$ cat config.mk
export PLATFORM = sky130hd
export DESIGN_NAME = prefix_varint_decoder
export DESIGN_NICKNAME = d
export VERILOG_FILES = /design/src/pvd_pkg.sv /design/src/pvd_fifo.sv /design/src/pvd_front.sv /design/src/pvd_back.sv /design/src/prefix_varint_decoder.sv
export SDC_FILE = /design/constraint.sdc
export NUM_CORES = 1
export LEC_CHECK = 0
export ABC_AREA = 0
export BUFFER_PORTS_ARGS = -buffer_cell sky130_fd_sc_hd__clkbuf_2
export CORE_ASPECT_RATIO = 2
export CORE_MARGIN = 1
export CORE_UTILIZATION = 40
export DETAILED_ROUTE_END_ITERATION = 10
export PLACE_DENSITY = 0.6
export SLEW_MARGIN = 15
export SYNTH_ARGS = -nofsm -noshare
export SYNTH_HDL_FRONTEND = slang
export SYNTH_SLANG_ARGS = --single-unit
$ cat constraint.sdc
create_clock -name i_clk -period 3.4 [get_ports i_clk]
set_input_delay 0.51 -clock i_clk [delete_from_list [all_inputs] [get_ports i_clk]]
set_output_delay 0.51 -clock i_clk [all_outputs]
set_load 0.03 [all_outputs]
$ cat src/pvd_pkg.sv
package pvd_pkg;

    localparam int unsigned BYTE_W  = 8;
    localparam int unsigned VALUE_W = 32;
    localparam int unsigned LEN_W   = 3;

    typedef enum logic [2:0] {
        KIND_LEAD,
        KIND_CONT,
        KIND_LAST,
        KIND_SINGLE,
        KIND_ERROR
    } t_kind;

    localparam logic [LEN_W-1:0] LEN_1       = 3'd1;
    localparam logic [LEN_W-1:0] LEN_2       = 3'd2;
    localparam logic [LEN_W-1:0] LEN_3       = 3'd3;
    localparam logic [LEN_W-1:0] LEN_4       = 3'd4;
    localparam logic [LEN_W-1:0] LEN_5       = 3'd5;
    localparam logic [LEN_W-1:0] LEN_UNKNOWN = 3'd6;

    localparam logic [BYTE_W-1:0] MASK_LEN_2 = 8'h3F;
    localparam logic [BYTE_W-1:0] MASK_LEN_3 = 8'h1F;
    localparam logic [BYTE_W-1:0] MASK_LEN_4 = 8'h0F;

    typedef struct packed {
        t_kind             kind;
        logic [LEN_W-1:0]  len;
        logic [BYTE_W-1:0] data;
    } t_token;

    typedef struct packed {
        logic signed [VALUE_W-1:0] value;
        logic                      error;
        logic [LEN_W-1:0]          len;
    } t_result;

endpackage

$ cat src/pvd_fifo.sv
module pvd_fifo #(
    parameter int unsigned WIDTH = 8,
    parameter int unsigned DEPTH = 2
) (
    input  logic             i_clk,
    input  logic             i_rst_n,
    input  logic             i_push,
    input  logic [WIDTH-1:0] i_wdata,
    output logic             o_full,
    input  logic             i_pop,
    output logic [WIDTH-1:0] o_rdata,
    output logic             o_empty
);

    localparam int unsigned AW = (DEPTH > 1) ? $clog2(DEPTH) : 1;
    localparam int unsigned CW = $clog2(DEPTH + 1);
    localparam logic [AW-1:0] LAST_PTR = AW'(DEPTH - 1);

    logic [WIDTH-1:0] r_mem [DEPTH];
    logic [AW-1:0]    r_wr;
    logic [AW-1:0]    r_rd;
    logic [CW-1:0]    r_count;
    logic [AW-1:0]    n_wr;
    logic [AW-1:0]    n_rd;
    logic [CW-1:0]    n_count;
    logic             do_push;
    logic             do_pop;

    assign o_full  = (r_count == CW'(DEPTH));
    assign o_empty = (r_count == '0);
    assign do_push = i_push && !o_full;
    assign do_pop  = i_pop && !o_empty;
    assign o_rdata = r_mem[r_rd];

    always_comb begin
        n_wr    = r_wr;
        n_rd    = r_rd;
        n_count = r_count;
        if (do_push) begin
            n_wr = (r_wr == LAST_PTR) ? '0 : r_wr + AW'(1);
        end
        if (do_pop) begin
            n_rd = (r_rd == LAST_PTR) ? '0 : r_rd + AW'(1);
        end
        if (do_push && !do_pop) begin
            n_count = r_count + CW'(1);
        end else if (do_pop && !do_push) begin
            n_count = r_count - CW'(1);
        end
    end

    always_ff @(posedge i_clk) begin
        if (!i_rst_n) begin
            r_wr    <= '0;
            r_rd    <= '0;
            r_count <= '0;
        end else begin
            r_wr    <= n_wr;
            r_rd    <= n_rd;
            r_count <= n_count;
        end
    end

    always_ff @(posedge i_clk) begin
        if (do_push) begin
            r_mem[r_wr] <= i_wdata;
        end
    end

endmodule

$ cat src/pvd_front.sv
module pvd_front (
    input  logic                 i_clk,
    input  logic                 i_rst_n,
    input  logic                 i_accept,
    input  logic [7:0]           i_byte,
    output pvd_pkg::t_token      o_token
);

    import pvd_pkg::*;

    logic [LEN_W-1:0] r_remaining;
    logic [LEN_W-1:0] r_len;
    logic [LEN_W-1:0] n_remaining;
    logic [LEN_W-1:0] n_len;
    logic [LEN_W-1:0] form_len;

    always_comb begin
        casez (i_byte)
            8'b0???????: form_len = LEN_1;
            8'b10??????: form_len = LEN_2;
            8'b110?????: form_len = LEN_3;
            8'b1110????: form_len = LEN_4;
            8'b11110???: form_len = LEN_5;
            default:     form_len = LEN_UNKNOWN;
        endcase
    end

    always_comb begin
        n_remaining  = r_remaining;
        n_len        = r_len;
        o_token.data = i_byte;
        o_token.len  = r_len;
        o_token.kind = KIND_CONT;
        if (r_remaining == '0) begin
            o_token.len = form_len;
            case (form_len)
                LEN_1: begin
                    o_token.kind = KIND_SINGLE;
                end
                LEN_UNKNOWN: begin
                    o_token.kind = KIND_ERROR;
                    o_token.len  = LEN_1;
                end
                default: begin
                    o_token.kind = KIND_LEAD;
                    n_remaining  = form_len - LEN_W'(1);
                    n_len        = form_len;
                end
            endcase
        end else begin
            n_remaining = r_remaining - LEN_W'(1);
            if (r_remaining == LEN_W'(1)) begin
                o_token.kind = KIND_LAST;
            end
        end
    end

    always_ff @(posedge i_clk) begin
        if (!i_rst_n) begin
            r_remaining <= '0;
            r_len       <= '0;
        end else if (i_accept) begin
            r_remaining <= n_remaining;
            r_len       <= n_len;
        end
    end

endmodule

$ cat src/pvd_back.sv
module pvd_back (
    input  logic             i_clk,
    input  logic             i_rst_n,
    input  pvd_pkg::t_token  i_token,
    input  logic             i_token_empty,
    output logic             o_token_pop,
    input  logic             i_result_full,
    output logic             o_result_push,
    output pvd_pkg::t_result o_result
);

    import pvd_pkg::*;

    logic [VALUE_W-1:0] r_acc;
    logic [VALUE_W-1:0] n_acc;
    logic [VALUE_W-1:0] shifted;
    logic [VALUE_W-1:0] extended;
    logic [BYTE_W-1:0]  lead_bits;

    assign o_token_pop = !i_token_empty && !i_result_full;
    assign shifted     = {r_acc[VALUE_W-BYTE_W-1:0], i_token.data};

    always_comb begin
        case (i_token.len)
            LEN_2:   lead_bits = i_token.data & MASK_LEN_2;
            LEN_3:   lead_bits = i_token.data & MASK_LEN_3;
            LEN_4:   lead_bits = i_token.data & MASK_LEN_4;
            default: lead_bits = '0;
        endcase
    end

    always_comb begin
        case (i_token.len)
            LEN_2:   extended = {{18{shifted[13]}}, shifted[13:0]};
            LEN_3:   extended = {{11{shifted[20]}}, shifted[20:0]};
            LEN_4:   extended = {{4{shifted[27]}}, shifted[27:0]};
            default: extended = shifted;
        endcase
    end

    always_comb begin
        n_acc         = r_acc;
        o_result_push = 1'b0;
        o_result.value = '0;
        o_result.error = 1'b0;
        o_result.len   = i_token.len;
        case (i_token.kind)
            KIND_LEAD: begin
                n_acc = {{(VALUE_W-BYTE_W){1'b0}}, lead_bits};
            end
            KIND_CONT: begin
                n_acc = shifted;
            end
            KIND_LAST: begin
                n_acc          = shifted;
                o_result_push  = o_token_pop;
                o_result.value = extended;
            end
            KIND_SINGLE: begin
                o_result_push  = o_token_pop;
                o_result.value = {{(VALUE_W-7){i_token.data[6]}}, i_token.data[6:0]};
                o_result.len   = LEN_1;
            end
            KIND_ERROR: begin
                o_result_push  = o_token_pop;
                o_result.error = 1'b1;
                o_result.len   = LEN_1;
            end
            default: begin
                n_acc = r_acc;
            end
        endcase
    end

    always_ff @(posedge i_clk) begin
        if (!i_rst_n) begin
            r_acc <= '0;
        end else if (o_token_pop) begin
            r_acc <= n_acc;
        end
    end

endmodule

$ cat src/prefix_varint_decoder.sv
// decodes a byte stream in a leading-ones prefix code into signed 32-bit values; one byte
// is taken per cycle, without gaps while full is low; the result of an integer's last byte
// is registered in the token queue and then in the result queue before it is on the output
// ports, and a full result queue holds it back; the front classifier and the accumulator
// are joined by a token queue of TOKEN_DEPTH entries, and results wait in a queue of
// RESULT_DEPTH entries, so full rises only once both queues have filled behind a stalled
// consumer; a lead byte of 0xF8 to 0xFF gives an error item with value zero and length one
module prefix_varint_decoder #(
    parameter int unsigned TOKEN_DEPTH  = 2,
    parameter int unsigned RESULT_DEPTH = 2
) (
    input  logic                          i_clk,
    input  logic                          i_rst_n,
    input  logic                          push,
    output logic                          full,
    input  logic [7:0]                    i_in_byte,
    output logic                          empty,
    input  logic                          pop,
    output logic signed [31:0]            o_value,
    output logic                          o_error,
    output logic [2:0]                    o_encoded_length
);

    import pvd_pkg::*;

    t_token  front_token;
    t_token  back_token;
    t_result back_result;
    t_result out_result;
    logic    in_accept;
    logic    token_empty;
    logic    token_pop;
    logic    result_full;
    logic    result_push;

    assign in_accept = push && !full;

    pvd_front u_front (
        .i_clk    (i_clk),
        .i_rst_n  (i_rst_n),
        .i_accept (in_accept),
        .i_byte   (i_in_byte),
        .o_token  (front_token)
    );

    pvd_fifo #(
        .WIDTH ($bits(t_token)),
        .DEPTH (TOKEN_DEPTH)
    ) u_token_fifo (
        .i_clk   (i_clk),
        .i_rst_n (i_rst_n),
        .i_push  (push),
        .i_wdata (front_token),
        .o_full  (full),
        .i_pop   (token_pop),
        .o_rdata (back_token),
        .o_empty (token_empty)
    );

    pvd_back u_back (
        .i_clk         (i_clk),
        .i_rst_n       (i_rst_n),
        .i_token       (back_token),
        .i_token_empty (token_empty),
        .o_token_pop   (token_pop),
        .i_result_full (result_full),
        .o_result_push (result_push),
        .o_result      (back_result)
    );

    pvd_fifo #(
        .WIDTH ($bits(t_result)),
        .DEPTH (RESULT_DEPTH)
    ) u_result_fifo (
        .i_clk   (i_clk),
        .i_rst_n (i_rst_n),
        .i_push  (result_push),
        .i_wdata (back_result),
        .o_full  (result_full),
        .i_pop   (pop),
        .o_rdata (out_result),
        .o_empty (empty)
    );

    assign o_value          = out_result.value;
    assign o_error          = out_result.error;
    assign o_encoded_length = out_result.len;

    a_token_after_accept: assert property (
        @(posedge i_clk) disable iff (!i_rst_n)
        in_accept |=> !token_empty
    ) else $error("token queue empty after accepted item");

    a_error_shape: assert property (
        @(posedge i_clk) disable iff (!i_rst_n)
        (!empty && o_error) |-> (o_value == '0 && o_encoded_length == LEN_1)
    ) else $error("error item with nonzero value or wrong length");

    a_length_range: assert property (
        @(posedge i_clk) disable iff (!i_rst_n)
        !empty |-> (o_encoded_length != '0 && o_encoded_length <= LEN_5)
    ) else $error("encoded length out of range");

    a_push_needs_pop: assert property (
        @(posedge i_clk) disable iff (!i_rst_n)
        result_push |-> token_pop
    ) else $error("result pushed without consuming a token");

endmodule

## After elaboration in Yosys (flattened, before gate mapping)

Memory sizes are Yosys's and may differ from the RTL's. A register that Yosys moved wholly into a read port is not among the register bits.
Index checks and enable logic that the tools add are counted.

- Bits in registers: 38
- Memory bits (writable): 100
- Output and inout bits: 38
- Memories kept: 2
- Word-level logic and storage cells: 102

Memories:

| memory | words | bits a word | read ports | clocked after Yosys merged registers in | wr ports | line | text |
|---|---|---|---|---|---|---|---|
| u_result_fifo.r_mem | 2 | 36 | 1 | 1 | 1 | pvd_fifo.sv:19 | `logic [WIDTH-1:0] r_mem [DEPTH];` |
| u_token_fifo.r_mem | 2 | 14 | 1 | 1 | 1 | pvd_fifo.sv:19 |  |

- Equal/unequal tests: 17
- Add/sub/neg operators: 10
- Bitwise gates (word level): 2
- Muxes and demuxes: 31
- Reductions and logical operators: 31

Operators by type and width:

| kind | count |
|---|---|
| $pmux W32 S3 | 1 |
| $pmux W32 S2 | 1 |
| $pmux W24 S2 | 1 |
| $mux W3 | 6 |
| $pmux W6 S3 | 1 |
| $pmux W3 S5 | 1 |
| $mux W1 | 14 |
| $eq A3 B2 Y1 const B | 4 |
| $eq A3 B3 Y1 const B | 4 |
| $mux W2 | 5 |
| $eq A3 B1 Y1 const B | 3 |
| $logic_and A1 B1 Y1 | 9 |
| $logic_not A1 Y1 | 8 |
| $eq A2 B2 Y1 const B | 3 |
| $logic_not A3 Y1 | 2 |
| $pmux W3 S2 | 1 |
| $reduce_bool A2 Y1 | 3 |
| $reduce_or A2 Y1 | 3 |
| $sub A3 B1 Y3 const B | 2 |
| $eq A5 B5 Y1 const B | 1 |
| $add A1 B1 Y1 const B | 4 |
| $add A2 B1 Y2 const B | 2 |
| $eq A4 B4 Y1 const B | 1 |
| $logic_not A2 Y1 | 2 |
| other kinds (6) | 9 |

## Logic depth before layout (Yosys ltp)

Gate-level depths: netlist of the first run.

- Depth in word-level cells: 9
- Mapped depth: 9
- Gate-level depth less buffers: 9

## Hierarchy

A second synthesis of the first run with hierarchy kept.

- Cell total of the unflattened synthesis: 467
- Area total of the unflattened synthesis: 6193.4 um2

Modules (own cells, without submodules):

| module | area an instance (um2) | seq. area each (um2) | cells an instance | times used |
|---|---|---|---|---|
| pvd_fifo (u_result_fifo) | 2829.0 | 2262.2 | 137 | 1 |
| pvd_back | 1502.7 | 480.5 | 181 | 1 |
| pvd_fifo (u_token_fifo) | 1237.4 | 940.9 | 68 | 1 |
| pvd_front | 610.6 | 120.1 | 80 | 1 |
| prefix_varint_decoder | 13.8 | 0.0 | 1 | 1 |

## Worst setup path after synthesis of the first run

OpenSTA, ideal clock, no wires.

- Path kind: reg2reg
- From: reg (tool-made name)
- To: mem u_result_fifo.r_mem[0][0] (netlist name), enable pin
- Setup time: 0.433 ns
- Period minus slack after synthesis: 3.468 ns
- Arrival time: 3.035 ns
- Cell stages (with the launch flop): 6
- Path buffers: 1
- Required time: 2.967 ns
- Path slack: -0.068 ns
- Path through: dfxtp_1 mux2_2 or2_1 buf_2 a21oi_1 nor2b_1

RTL lines:

| what | line |
|---|---|
| end, declared | pvd_fifo.sv:19 |

==> run_summary.xml, run 1 <==
<?xml version="1.0" encoding="UTF-8"?>
<metrics>
  <group name="outcome">
    <metric name="outcome" unit="">finished clean</metric>
  </group>
  <group name="pwr">
    <metric name="leakagePower" unit="nW">2.523</metric>
    <metric name="internal-power" unit="W">0.004046</metric>
    <metric name="power_frac_clock" unit="%">28.2</metric>
    <metric name="switching_power" unit="W">0.002222</metric>
    <metric name="sequential_power_share" unit="%">38.8</metric>
    <metric name="power.density_cell_area" unit="nW/um^2">915.8</metric>
    <metric name="power.share.combinational" unit="%">33.1</metric>
    <metric name="peakVddDrop" unit="mV">0.4628</metric>
    <metric name="switching_share" unit="%">35.45</metric>
  </group>
  <group name="sta">
    <metric name="fin_setup_tns" unit="ns">0</metric>
    <metric name="worst-slew-pin-transition" unit="ns">0.9963</metric>
    <metric name="timing.final.hold_violations" unit="">0</metric>
    <metric name="setup_violations" unit="">0</metric>
    <metric name="worst_slew_margin_rel" unit="%">33.58</metric>
    <metric name="maxClockFrequency" unit="GHz">0.3858</metric>
    <metric name="final.setup_skew" unit="ns">0.01073</metric>
    <metric name="finalCriticalPeriod" unit="ns">2.592</metric>
    <metric name="finalCritPeriodShare" unit="%">76.23</metric>
    <metric name="final_max_slew_viol_count" unit="">0</metric>
    <metric name="setup_ws_post_layout" unit="ns">0.8083</metric>
    <metric name="rsz0062_at_grt" unit="">false</metric>
  </group>
  <group name="placement">
    <metric name="pre_cts_ws" unit="ns">0.7886</metric>
    <metric name="place.detailed.hpwl" unit="um">8176</metric>
    <metric name="buffer_ports.inserted" unit="">49</metric>
    <metric name="dp_cells" unit="">684</metric>
    <metric name="gpl.final_weighted_congestion" unit="">0.7758</metric>
  </group>
  <group name="synthesis">
    <metric name="synth.yosys.seq_area_share" unit="%">65.25</metric>
    <metric name="top_flip_flop_cell_by_instance_count_after_synthesis" unit="">edfxtp_1</metric>
    <metric name="syn_area" unit="sq um">5829</metric>
    <metric name="yosys_warnings" unit="">0</metric>
    <metric name="synthTopCellsByArea" unit="">edfxtp_1 52%, dfxtp_1 14%, mux2_2 7.5%</metric>
    <metric name="yosys.area_share.adder" unit="%">1.717</metric>
    <metric name="synth_top_cell_area_share" unit="%">51.51</metric>
    <metric name="synth_top_area_cell" unit="">edfxtp_1</metric>
    <metric name="synth_common_cells" unit="">100 x edfxtp_1, 64 x nor2_1, 40 x dfxtp_1</metric>
    <metric name="synthSimpleGateAreaFrac" unit="%">9.959</metric>
    <metric name="yosys-mux-area-fraction" unit="%">10.22</metric>
    <metric name="synth-compound-area-share" unit="%">8.500</metric>
    <metric name="synthXorXnorAreaFrac" unit="%">1.502</metric>
    <metric name="number_of_cells_produced_by_synthesis" unit="">458</metric>
    <metric name="async_reset_ff_share" unit="%">0</metric>
    <metric name="syn-mean-instance-area" unit="sq um">12.73</metric>
    <metric name="synth_edf_count" unit="">100</metric>
    <metric name="yosysUniqueCellTypes" unit="">44</metric>
    <metric name="flip_flop_and_latch_count_after_synthesis" unit="">140</metric>
    <metric name="synth_top_family_by_area" unit="">multiplexers</metric>
    <metric name="synth_fp_nets" unit="">478</metric>
    <metric name="yosys.cell_count.top_type" unit="">edfxtp_1</metric>
  </group>
  <group name="critical_path">
    <metric name="required" unit="ns">3.49</metric>
    <metric name="cp-end-kind" unit="">register</metric>
    <metric name="crit_type" unit="">register to register</metric>
    <metric name="rr_worst_depth" unit="">5</metric>
    <metric name="timing.critical_path.from_type" unit="">register</metric>
    <metric name="worst_ep_arrival_time" unit="ns">2.68</metric>
    <metric name="ff2ff_setup_slack" unit="ns">0.81</metric>
    <metric name="timing.critical_path.fanout_max" unit="">25</metric>
    <metric name="regToRegEndpoint" unit="">u_result_fifo.r_mem[1][23]</metric>
  </group>
  <group name="detailed_routing">
    <metric name="vias_per_cell" unit="">5.095</metric>
    <metric name="drt_first_pass_iters" unit="">4</metric>
    <metric name="via_count" unit="">3648</metric>
    <metric name="number_of_drc_violations_after_detailed_routing_iteration_0" unit="">253</metric>
    <metric name="drc_markers" unit="">0</metric>
    <metric name="drt-wirelength-per-cell" unit="um">15.97</metric>
    <metric name="ant_nets" unit="">0</metric>
    <metric name="routed_wl" unit="um">11430</metric>
  </group>
  <group name="floorplan">
    <metric name="chipWidth" unit="um">87.36</metric>
    <metric name="core_box_area" unit="sq um">14270</metric>
    <metric name="die_area" unit="sq um">15090</metric>
    <metric name="top_level_ports" unit="">50</metric>
    <metric name="fp-row-count" unit="">62</metric>
    <metric name="die-height" unit="um">172.7</metric>
    <metric name="initial_standard_cell_utilization_of_the_core" unit="%">40.84</metric>
  </group>
  <group name="worst_hold_path">
    <metric name="worst_hold_path_type" unit="">primary input to register</metric>
    <metric name="whs_path_depth" unit="">1</metric>
    <metric name="hold_path.startpoint" unit="">i_in_byte[1]</metric>
    <metric name="end_of_the_worst_hold_path" unit="">u_token_fifo.r_mem[1][1]</metric>
  </group>
  <group name="layout">
    <metric name="area_delta_synth_final" unit="%">17.41</metric>
    <metric name="antennaDiodeCount" unit="">0</metric>
    <metric name="final_layout_size_suffix_gt1_share" unit="%">25.57</metric>
    <metric name="layoutNonFillerInstCount" unit="">716</metric>
    <metric name="final_net_count" unit="">531</metric>
  </group>
  <group name="clocking">
    <metric name="h-tree-depth" unit="">4</metric>
    <metric name="root_buffer" unit="">clkbuf_16</metric>
    <metric name="clk_transition_reported_paths" unit="ns">0.06</metric>
    <metric name="worstSkewPairLatency" unit="ns">0.41</metric>
    <metric name="clock_path_buffers" unit="">2</metric>
    <metric name="cts.repair_timing.setup_buffer_count" unit="">0</metric>
    <metric name="cts.hold.buffers_added" unit="">0</metric>
    <metric name="post_cts.resized_instances" unit="">0</metric>
    <metric name="cts_tree" unit="">done</metric>
    <metric name="cts-buffers-inserted" unit="">17</metric>
    <metric name="count_of_clock_tree_sinks" unit="">140</metric>
  </group>
  <group name="grt">
    <metric name="grt_overflow" unit="">0</metric>
    <metric name="antenna_found_initial" unit="">0</metric>
    <metric name="globalRouteTotalUtil" unit="%">16.41</metric>
    <metric name="vias_in_the_first_global_route" unit="">3774</metric>
    <metric name="grt_pass1_wl" unit="um">18640</metric>
    <metric name="grt_start_max_net_pins" unit="">37</metric>
  </group>
  <group name="run">
    <metric name="maxCapViolCount" unit="">0</metric>
  </group>
</metrics>
## registers in the layout (all words and copies together), names as in the netlist, named ones only
name and flops:
u_result_fifo.r_mem 72, u_token_fifo.r_mem 28, u_back.r_acc 24, u_front.r_len 3
u_front.r_remaining 3, u_result_fifo.r_count 2, u_token_fifo.r_count 2, u_result_fifo.r_rd 1
u_result_fifo.r_wr 1, u_token_fifo.r_rd 1, u_token_fifo.r_wr 1
## per-stage QoR
step | instance area, sq um | hold WS [ns] | utilization (%) | total power, W
after detailed placement | 6269 | 0.4838 | 43.92 | 0.004562
after CTS | 6844 | 0.2783 | 47.95 | 0.006333
final | 6844 | 0.2938 | 47.95 | 0.006268
after global placement | 6269 | 0.4819 | 43.92 | 0.004498
after floorplan | 5832 | 0.4568 | - | 0.004003
after global routing | 6844 | 0.2838 | 47.95 | 0.006601
## power by group through the flow
| stage | logic, W | clock network, W | registers (W) |
|---|---|---|---|
| 5_1_grt | 0.00226 | 0.00187 | 0.00247 |
| 3_3_place_gp | 0.00204 | 0 | 0.00245 |
| 3_5_place_dp | 0.00209 | 0 | 0.00247 |
| 2_1_floorplan | 0.00158 | 0 | 0.00242 |
| 4_1_cts | 0.00210 | 0.00180 | 0.00243 |
| 6_report | 0.00207 | 0.00177 | 0.00243 |
## layer usage
metal | wire length, um | share of wire [%] | GRT usage [%] | up-vias
met5 | 0 | 0 | 0 | -
met4 | 331 | 2.9 | 9.631 | 0
met3 | 394 | 3.4 | 3.628 | 23
met2 | 6603 | 58 | 30.05 | 78
met1 | 4103 | 36 | 16.26 | 1770
li1 | - | - | - | 1777
## how the worst max path moves through the flow
stage | end | cells past startpoint | slack [ns] | from
after detailed placement | u_result_fifo.r_mem[0][23] | 5 | 0.79 | register
after floorplan | u_result_fifo.r_mem[0][0] | 5 | 0.60 | register
after global routing | u_result_fifo.r_mem[1][29] | 5 | 0.54 | register
after global placement | u_front.r_len[0] | 10 | 0.82 | i_in_byte[4]
after CTS | u_result_fifo.r_mem[1][23] | 5 | 0.79 | register
final | u_result_fifo.r_mem[1][23] | 5 | 0.81 | register
## worst max-delay path: stages (launching register included)
cell and delay [ns]:
dfxtp_1 0.34, buf_4 0.29, mux2i_2 0.36, or2_1 0.37, or3_1 0.63, o21ai_0 0.28
## logic make-up after synthesis
| kind of cell | after synthesis |
|---|---|
| xor gates and xnor gates | 10 |
| AOI/OAI and AO/OA | 80 |
| and+or+nand+nor | 131 |
| DFF | 140 |
| muxes | 53 |
| buffers and inverters | 36 |
| adders and majority gates | 8 |
## layout by cell type, fill, tap and decap left out, types with 2 or more instances in the layout
master	instances
buf_4	9
clkbuf_16	17
o41ai_1	5
clkbuf_1	2
a31oi_1	2
nor2_1	64
nand3_1	14
xnor2_1	4
bufinv_16	2
and2_1	2
xor2_1	6
and3_1	3
nand2b_1	5
o31ai_1	2
clkinv_4	4
mux2_2	39
nand2_1	28
a21oi_1	18
inv_6	2
clkinvlp_4	2
a211oi_1	2
clkinv_2	3
inv_1	12
nor4_1	2
o21ai_0	28
clkbuf_2	49
ha_1	8
or2_2	2
mux2i_1	12
edfxtp_1	100
or3_1	4
a22oi_1	16
dfxtp_1	40
## area by class of cell
cell class / instances / area [sq um]
Multi-Input combinational cell: 282 / 1867
Timing Repair Buffer: 58 / 312.8
Inverter: 12 / 45.04
Fill cell: 1319 / 7430
Clock inverter: 13 / 142.6
Tap cell: 192 / 240.2
Clock buffer: 19 / 432.9
Sequential cell: 140 / 3804
Note: power is estimated with default switching activity, not from simulation.
==> run 2: changes to the inputs <==
clock period = 2.2 ns   (was 3.4 ns; I/O delays follow)
==> run 2 against run 1 <==
Power up 63%. Clock-buffer cell count unchanged. Global-route usage up 0.13 points. Hold slack lost 0.19 ns. Via count grew 1.9%. Register-to-register slack worse by 0.67 ns. Critical endpoint is now u_result_fifo.r_count[1]. Largest power group unchanged.
==> run_summary.xml, run 2 (synthesis results as in run 1) <==
<?xml version="1.0" encoding="UTF-8"?>
<metrics>
  <group name="pwr">
    <metric name="power.share.combinational" unit="%">33.6</metric>
    <metric name="internal-power" unit="W">0.006664</metric>
    <metric name="peakVddDrop" unit="mV">0.7369</metric>
    <metric name="power.density_cell_area" unit="nW/um^2">1442</metric>
    <metric name="sequential_power_share" unit="%">37.0</metric>
    <metric name="power_frac_clock" unit="%">29.5</metric>
    <metric name="switching_share" unit="%">34.64</metric>
    <metric name="switching_power" unit="W">0.003532</metric>
    <metric name="leakagePower" unit="nW">2.629</metric>
  </group>
  <group name="critical_path">
    <metric name="total_number_of_cells_along_the_worst_setup_path" unit="">6</metric>
    <metric name="crit_slowest_cell" unit="">dfxtp_2</metric>
    <metric name="cp-end-kind" unit="">register</metric>
    <metric name="cpLargestDelayFamily" unit="">simple AND/OR/NAND/NOR gates</metric>
    <metric name="required" unit="ns">2.55</metric>
    <metric name="timing.critical_path.buf_inv" unit="">0</metric>
    <metric name="timing.critical_path.from_type" unit="">register</metric>
    <metric name="timing.critical_path.fanout_max" unit="">4</metric>
    <metric name="crit_type" unit="">register to register</metric>
    <metric name="critical_path.max_stage_delay" unit="ns">0.42</metric>
    <metric name="worst_ep_arrival_time" unit="ns">2.41</metric>
    <metric name="rr_worst_depth" unit="">6</metric>
    <metric name="timing.critical_path.cells" unit="">mux2_4, or2_1, a21oi_4, ha_1, or3_1, a21oi_1</metric>
  </group>
  <group name="clocking">
    <metric name="count_of_clock_tree_sinks" unit="">140</metric>
    <metric name="worstSkewPairLatency" unit="ns">0.42</metric>
    <metric name="cts_tree" unit="">done</metric>
    <metric name="cts-buffers-inserted" unit="">17</metric>
    <metric name="cts.repair_timing.setup_buffer_count" unit="">0</metric>
    <metric name="clk_transition_reported_paths" unit="ns">0.06</metric>
    <metric name="clock_path_buffers" unit="">2</metric>
    <metric name="root_buffer" unit="">clkbuf_16</metric>
    <metric name="h-tree-depth" unit="">4</metric>
  </group>
  <group name="layout">
    <metric name="area_delta_synth_final" unit="%">21.33</metric>
    <metric name="layout_commonest_cell" unit="">edfxtp_1</metric>
    <metric name="layout_common_cells" unit="">100 x edfxtp_1, 64 x nor2_1, 49 x clkbuf_2, 39 x dfxtp_1, 38 x mux2_2</metric>
    <metric name="largest_registers" unit="">u_result_fifo.r_mem x72, u_token_fifo.r_mem x28, u_back.r_acc x24</metric>
    <metric name="postLayoutCoreUtil" unit="%">49.55</metric>
    <metric name="n_fill_cell" unit="">1303</metric>
    <metric name="antennaDiodeCount" unit="">0</metric>
    <metric name="final_net_count" unit="">543</metric>
    <metric name="final_layout_size_suffix_gt1_share" unit="%">28.17</metric>
    <metric name="largest_register_ffs" unit="">72</metric>
    <metric name="regMostFlops" unit="">u_result_fifo.r_mem</metric>
    <metric name="layoutNonFillerInstCount" unit="">728</metric>
  </group>
  <group name="grt">
    <metric name="grt_pass1_wl" unit="um">18630</metric>
    <metric name="vias_in_the_first_global_route" unit="">3784</metric>
    <metric name="globalRouteTotalUtil" unit="%">16.54</metric>
    <metric name="antenna_found_initial" unit="">0</metric>
    <metric name="grt_start_max_net_pins" unit="">37</metric>
    <metric name="grt_overflow" unit="">0</metric>
  </group>
  <group name="floorplan">
    <metric name="top_level_ports" unit="">50</metric>
    <metric name="fp-row-count" unit="">62</metric>
    <metric name="die_area" unit="sq um">15090</metric>
    <metric name="initial_standard_cell_utilization_of_the_core" unit="%">40.84</metric>
    <metric name="die-height" unit="um">172.7</metric>
    <metric name="core_box_area" unit="sq um">14270</metric>
    <metric name="chipWidth" unit="um">87.36</metric>
  </group>
  <group name="placement">
    <metric name="place.detailed.hpwl" unit="um">8185</metric>
    <metric name="dp_cells" unit="">696</metric>
    <metric name="buffer_ports.inserted" unit="">49</metric>
    <metric name="gpl.final_weighted_congestion" unit="">0.8498</metric>
  </group>
  <group name="sta">
    <metric name="final.setup_skew" unit="ns">0.008036</metric>
    <metric name="maxClockFrequency" unit="GHz">0.4847</metric>
    <metric name="timing.final.hold_violations" unit="">0</metric>
    <metric name="setup_violations" unit="">0</metric>
    <metric name="worst-slew-pin-transition" unit="ns">0.6242</metric>
    <metric name="worst_slew_margin_rel" unit="%">58.39</metric>
    <metric name="finalCriticalPeriod" unit="ns">2.063</metric>
    <metric name="fin_setup_tns" unit="ns">0</metric>
    <metric name="final_max_slew_viol_count" unit="">0</metric>
    <metric name="finalCritPeriodShare" unit="%">93.78</metric>
  </group>
  <group name="detailed_routing">
    <metric name="drt-wirelength-per-cell" unit="um">15.80</metric>
    <metric name="routed_wl" unit="um">11500</metric>
    <metric name="ant_nets" unit="">0</metric>
    <metric name="vias_per_cell" unit="">5.109</metric>
    <metric name="drt_first_pass_iters" unit="">5</metric>
    <metric name="drc_markers" unit="">0</metric>
    <metric name="number_of_drc_violations_after_detailed_routing_iteration_0" unit="">273</metric>
    <metric name="via_count" unit="">3719</metric>
  </group>
  <group name="outcome">
    <metric name="outcome" unit="">finished clean</metric>
  </group>
  <group name="worst_hold_path">
    <metric name="worst_hold_path_type" unit="">primary input to register</metric>
    <metric name="whs_path_depth" unit="">1</metric>
  </group>
  <group name="run">
    <metric name="maxCapViolCount" unit="">0</metric>
  </group>
</metrics>
run 2: cell type report:
| cell class | instances | area (sq um) | share of cell area [%] |
|---|---|---|---|
| sequential | 140 | 3805 | 53.79 |
| multi-input combinational | 282 | 1907 | 26.96 |
| timing repair buffer | 70 | 452.9 | 6.404 |
| clock buffer | 19 | 432.9 | 6.121 |
| tap | 192 | 240.2 | 3.396 |
| inverter | 12 | 45.04 | 0.6368 |
| clock inverter | 13 | 190.2 | 2.689 |
run 2: stage by stage:
stage	worst slack, ns	hold slack [ns]	total power (W)	cell area [sq um]
after floorplan	0.005552	0.4289	0.006234	5866
after global placement	0.1691	0.4711	0.007154	6431
after detailed placement	0.01514	0.4828	0.007250	6431
after CTS	0.01371	0.08825	0.01026	7054
after global routing	-0.005435	0.09055	0.01069	7073
final	0.1369	0.1017	0.01020	7073
run 2: path summary, 6_finish.rpt:
kind	startpoint	end	slack, ns
hold reg to reg	u_front.r_len[1]	u_front.r_len[1]	0.49
setup reg to reg	register	u_result_fifo.r_count[1]	0.14
hold / removal	i_in_byte[1]	u_token_fifo.r_mem[0][1]	0.10
setup / recovery	register	u_result_fifo.r_count[1]	0.14
run 2: per-layer routing:
layer	track usage [%]	routed length, um
met5	0	0
met3	3.723	347
met1	16.53	4233
met4	9.153	324
met2	30.34	6598
run 2: timing repair:
item / CTS / global route
endpoints found under the setup margin: 0 / 25
hold endpoints to repair: 0 / 0
resized for setup: 0 / 3
hold buffers: 0 / 0
run 2: power by group through the flow:
stage          Sequential (W)  Clock [W]  Combinational [W]
2_1_floorplan         0.00374          0            0.00249
3_3_place_gp          0.00380          0            0.00335
3_5_place_dp          0.00382          0            0.00343
4_1_cts               0.00377    0.00305            0.00344
5_1_grt               0.00382    0.00315            0.00372
6_report              0.00377    0.00300            0.00342
